## src/rtl/core/fct_pkg.sv

```systemverilog
// Shared types, codes and fixed-point constants for the frustum culling test.
`timescale 1ns / 1ps

package fct_pkg;

    localparam int NUM_PLANES      = 6;
    localparam int NEAR_PLANE      = 5;
    localparam int PLANE_COUNT_DEF = 6;
    localparam int PLANE_W         = 64;
    localparam int ADDR_W          = 6;
    localparam int INDEX_W         = 3;

    localparam int FRAC      = 14;
    localparam int PROD_W    = 32;
    localparam int EXT_PW    = 31;
    localparam int DIST_W    = 35;
    localparam int EXT_W     = 33;
    localparam int SUM_W     = 36;
    localparam int ADD_W     = 17;
    localparam int NUM_W     = 37;
    localparam int QUO_IN_W  = 21;
    localparam int RECIP_W   = 23;
    localparam int RECIP_SH  = 24;
    localparam int MUL_W     = QUO_IN_W + RECIP_W;
    localparam int QUO_W     = MUL_W - RECIP_SH;
    localparam int OUT_DIST_W = 18;

    localparam logic [RECIP_W-1:0]    RECIP_THIRD = 23'd5592406;
    localparam logic [OUT_DIST_W-1:0] DIST_MAX    = 18'd262143;

    localparam logic [1:0] SHAPE_POINT  = 2'd0;
    localparam logic [1:0] SHAPE_SPHERE = 2'd1;
    localparam logic [1:0] SHAPE_BOX    = 2'd2;

    localparam logic [1:0] VERDICT_OUTSIDE = 2'd0;
    localparam logic [1:0] VERDICT_CROSS   = 2'd1;
    localparam logic [1:0] VERDICT_INSIDE  = 2'd2;

    typedef logic [NUM_PLANES-1:0][PLANE_W-1:0] t_plane_bank;

    typedef struct packed {
        logic outside;
        logic fully_in;
    } t_lane_flags;

endpackage

```

## src/rtl/core/fct_lane.sv

```systemverilog
// One plane lane: registered products, then signed distance and extent, then the side flags.
`timescale 1ns / 1ps

module fct_lane (
    input  logic                                 i_clk,
    input  logic [fct_pkg::PLANE_W-1:0]          i_plane,
    input  logic [1:0]                           i_func,
    input  logic signed [15:0]                   i_cx,
    input  logic signed [15:0]                   i_cy,
    input  logic signed [15:0]                   i_cz,
    input  logic [14:0]                          i_hx,
    input  logic [14:0]                          i_hy,
    input  logic [14:0]                          i_hz,
    output logic signed [fct_pkg::DIST_W-1:0]    o_dist,
    output fct_pkg::t_lane_flags                 o_flags
);

    logic signed [15:0] w_a;
    logic signed [15:0] w_b;
    logic signed [15:0] w_c;
    logic signed [15:0] w_d;
    logic [15:0]        w_abs_a;
    logic [15:0]        w_abs_b;
    logic [15:0]        w_abs_c;

    logic signed [fct_pkg::PROD_W-1:0] r1_px;
    logic signed [fct_pkg::PROD_W-1:0] r1_py;
    logic signed [fct_pkg::PROD_W-1:0] r1_pz;
    logic [fct_pkg::EXT_PW-1:0]        r1_ex;
    logic [fct_pkg::EXT_PW-1:0]        r1_ey;
    logic [fct_pkg::EXT_PW-1:0]        r1_ez;
    logic [1:0]                        r1_func;
    logic [14:0]                       r1_hx;

    logic signed [fct_pkg::DIST_W-1:0] n_dist;
    logic [fct_pkg::EXT_W-1:0]         n_ext;
    logic signed [fct_pkg::DIST_W-1:0] r2_dist;
    logic [fct_pkg::EXT_W-1:0]         r2_ext;

    logic signed [fct_pkg::SUM_W-1:0]  w_ext_s;
    logic signed [fct_pkg::SUM_W-1:0]  w_hi;
    logic signed [fct_pkg::SUM_W-1:0]  w_lo;
    fct_pkg::t_lane_flags              n_flags;
    fct_pkg::t_lane_flags              r3_flags;

    assign w_a = $signed(i_plane[15:0]);
    assign w_b = $signed(i_plane[31:16]);
    assign w_c = $signed(i_plane[47:32]);
    assign w_d = $signed(i_plane[63:48]);

    assign w_abs_a = w_a[15] ? (~i_plane[15:0] + 16'd1) : i_plane[15:0];
    assign w_abs_b = w_b[15] ? (~i_plane[31:16] + 16'd1) : i_plane[31:16];
    assign w_abs_c = w_c[15] ? (~i_plane[47:32] + 16'd1) : i_plane[47:32];

    always_ff @(posedge i_clk) begin
        r1_px   <= w_a * i_cx;
        r1_py   <= w_b * i_cy;
        r1_pz   <= w_c * i_cz;
        r1_ex   <= w_abs_a * i_hx;
        r1_ey   <= w_abs_b * i_hy;
        r1_ez   <= w_abs_c * i_hz;
        r1_func <= i_func;
        r1_hx   <= i_hx;
    end

    always_comb begin
        n_dist = fct_pkg::DIST_W'(r1_px) + fct_pkg::DIST_W'(r1_py)
               + fct_pkg::DIST_W'(r1_pz)
               + (fct_pkg::DIST_W'(w_d) <<< fct_pkg::FRAC);
        case (r1_func)
            fct_pkg::SHAPE_POINT: begin
                n_ext = '0;
            end
            fct_pkg::SHAPE_SPHERE: begin
                n_ext = fct_pkg::EXT_W'(r1_hx) << fct_pkg::FRAC;
            end
            default: begin
                n_ext = fct_pkg::EXT_W'(r1_ex) + fct_pkg::EXT_W'(r1_ey)
                      + fct_pkg::EXT_W'(r1_ez);
            end
        endcase
    end

    always_ff @(posedge i_clk) begin
        r2_dist <= n_dist;
        r2_ext  <= n_ext;
    end

    always_comb begin
        w_ext_s          = fct_pkg::SUM_W'($signed({1'b0, r2_ext}));
        w_hi             = fct_pkg::SUM_W'(r2_dist) + w_ext_s;
        w_lo             = fct_pkg::SUM_W'(r2_dist) - w_ext_s;
        n_flags.outside  = (w_hi <= 0);
        n_flags.fully_in = (w_lo > 0);
    end

    always_ff @(posedge i_clk) begin
        r3_flags <= n_flags;
    end

    assign o_dist  = r2_dist;
    assign o_flags = r3_flags;

endmodule

```

## config.mk

```make
export PLATFORM = sky130hd
export DESIGN_NAME = fct_lane
export DESIGN_NICKNAME = d
export VERILOG_FILES = /design/src/rtl/core/fct_pkg.sv /design/src/rtl/core/fct_lane.sv
export SDC_FILE = /design/constraint.sdc
export NUM_CORES = 2
export LEC_CHECK = 0
export ABC_CLOCK_PERIOD_IN_PS = 13350
export BUFFER_PORTS_ARGS = -buffer_cell sky130_fd_sc_hd__clkbuf_2
export CAP_MARGIN = 20
export CORE_UTILIZATION = 45
export CTS_CLUSTER_DIAMETER = 200
export CTS_CLUSTER_SIZE = 8
export DETAILED_ROUTE_END_ITERATION = 10
export PLACE_DENSITY = 0.69
export SYNTH_ARGS = -nofsm -noshare
export SYNTH_HDL_FRONTEND = slang
export SYNTH_SLANG_ARGS = --single-unit
```

## constraint.sdc

```tcl
create_clock -name i_clk -period 13.35 [get_ports i_clk]
set_input_delay 1.335 -clock i_clk [delete_from_list [all_inputs] [get_ports i_clk]]
set_output_delay 1.335 -clock i_clk [all_outputs]
set_load 0.02 [all_outputs]
```

==> metrics <==
run status=completed; area share of the largest cell type after synthesis=0.412; Worst Skew=0.0296 ns; Post-Synth Adder-Cell Area=0.535; critical path class=in -> reg; register area share after synthesis=0.0805; CP max-delay cell=fa_1; io pins=197; CP Capture Type=flip-flop; Relative slew margins=0.185; global-route wire length before repair=305 mm; DRT antenna net count=0; largest net degree at the start of global routing=35; final setup violation count=0; final period utilization=0.675; post-synthesis mux area share=0.00133; P&R area growth vs syn=5.77%; final hold vios=0; initial cell density of the core=0.455; fill count=14500; Die Footprint=154000 um^2; postcts setup bufs=0; xor and xnor fraction of the mapped netlist area=0.0391; post-route setup TNS=0 ns; antenna violations before repair=18; Syn Inst Count=7617; Final Max Tran Viols=0; nets=just under 10000; max-cap viol count=0; DPL Wire Length=159 mm; Site Rows=approximately 140; Synth Area in Simple Gates=0.161; area of the multi-input gates=55900 um^2; total congestion overflow=0; Synth Flop Type=dfxtp_1; RSZ-0062 raised after global routing=no; Top cell by count, worst path=fa_1; GRT Overall Usage=0.254; CP max FO=33; Syn Nets=9864; cell taking the most area after synthesis=fa_1; Synth cell types=76; Fmax=approximately 110 MHz; routed len/inst=19.7 um; number of buffers created by CTS=40; post-CTS sizing=0; CP Launch Type=input port; Die W=392 um; top cells by area, synth=fa_1 (41%), ha_1 (12%), inv_1 (9.0%); Placer Congestion=~0.96; async set-reset flop share out of synthesis=0; synthesis warning total=0; via count=51200; largest family of logic cells by synthesized area=adder cells; clock insertion delay at the later pin of the skew report=0.57 ns; Clock transition at path regs=0.07 ns; Synth Cell Area=68600 um^2; Post-synth EDFFs=0; HP Class=reg -> reg; minimum clock period=9.01 ns; # DRC=0; complex-gate fraction of the synthesized area=0.0778; Required @ worst endpoint=13.83 ns; share of layout cells above drive strength 1=0.0425; Max Buffers Root-to-Sink=3; core area=151000 um^2; vias per cell=5.31; CP peak stage delay=0.53 ns; worst slew pin tran=1.22 ns; sequential cell area=5530 um^2; routed wire length=190 mm; CTS tree=built; Arr. time, crit path=9.50 ns; Port-buffer cells=around 200; H-tree Lvls=2; initial drt markers=3378; syn avg cell area=between 9 and 10 um^2; CTS Sinks=276; vias in the first global route=55600; Root Driver=clkbuf_16; CTS Hold Bufs=0; DR pass1 iterations=6; Synth Register Bits=276; Die Y-Extent=392 um
-- critical path: cells and delay by family --
family | cells | cell delay [ns]
adder cells (fa/ha/maj) | 8 | 3.50
XOR/XNOR | 2 | 0.29
AO/OA/AOI/OAI | 9 | 2.08
AND/OR/NAND/NOR | 5 | 1.14
buffers and inverters | 7 | 1.12
-- placed cells by master (no fill, tap or decap), drive strengths merged, types with 27 or more instances in the layout --
master	count
inv	1646
fa	1412
nand2	814
and2	796
ha	675
dfxtp	276
a21oi	241
clkbuf	237
xnor2	236
nor2	212
o21ai	161
a21o	106
nand2b	71
xor2	70
nor3	59
nand3	57
o21bai	48
buf	44
and3	35
o21a	34
a31oi	33
nor2b	31
o31ai	27
-- cells by family (layout without fill, tap and decap cells) --
kind of cell,after synthesis,in the layout
fa+ha+maj,2087,2087
other cells,0,10
flops,276,276
compound gates,825,825
mux,9,9
xor+xnor,306,306
simple gates,2185,2185
buf+inv,1929,1934
-- stage by stage --
step                hold slack [ns]   util  area (um^2)  worst slack (ns)  cells
floorplan                     0.401      -        68600              4.81   7617
global placement              0.421  0.474        71400              4.01   9592
detailed placement            0.417  0.474        71400              3.87   9594
finish                        0.420  0.482        72600              4.34   9648
global route                  0.459  0.482        72600              3.94   9645
CTS                           0.422  0.482        72500              4.42   9638
-- routing by layer --
metal	GRT usage	vias up	wire length (um)
li1	-	23200	-
met1	0.328	26100	77600
met2	0.436	1659	92700
met3	0.0365	340	12500
met4	0.0855	12	6880
met5	0	-	85
-- cell type report --
class,instances,area share
Tap cell,2016,0.0348
Clock inverter,3,0.00105
Clock buffer,41,0.0141
Timing Repair Buffer,240,0.0181
Sequential cell,276,0.0761
Multi-Input combinational cell,5412,0.770
Inverter,1650,0.0853
Antenna cell,10,0.000345
-- final timing paths --
| kind | start | to | slack [ns] | cells past startpoint |
|---|---|---|---|---|
| min reg2reg | r1_hx[3] | r2_ext[17] | 0.42 | 2 |
| max | i_plane[0] | r1_ex[30] | 4.34 | 31 |
| max reg2reg | r1_py[2] | o_dist[34] | 8.19 | 15 |
| min | r1_hx[3] | r2_ext[17] | 0.42 | 2 |
-- synthesized netlist by cell type, drive strengths merged, types with 9 or more instances --
master   count
ha         675
nand3       57
dfxtp      276
inv       1646
a21o       106
o21ai      161
o211ai      20
xnor2      236
xor2        70
a2111oi     11
o21a        34
fa        1412
o211a        9
and3        35
nand2      814
nor3        59
and2       796
o41ai       12
buf         11
a21oi      241
nand2b      71
nor2b       31
o2111ai     17
o21bai      48
clkbuf     268
nor4        26
or3         18
nand4       20
or2         14
a211oi      25
a21boi       9
a31oi       33
o31ai       27
nor2       212
-- registers in the layout (all words and copies together), names as in the netlist --
register,flops
o_dist,35
o_flags,2
r1_ex,31
r1_ey,31
r1_ez,31
r1_func,2
r1_hx,15
r1_px,32
r1_py,32
r1_pz,32
r2_ext,33
Power is left out: the tool's default activity adds up to more than one toggle a clock period on the data nets, which glitch-free logic cannot reach.
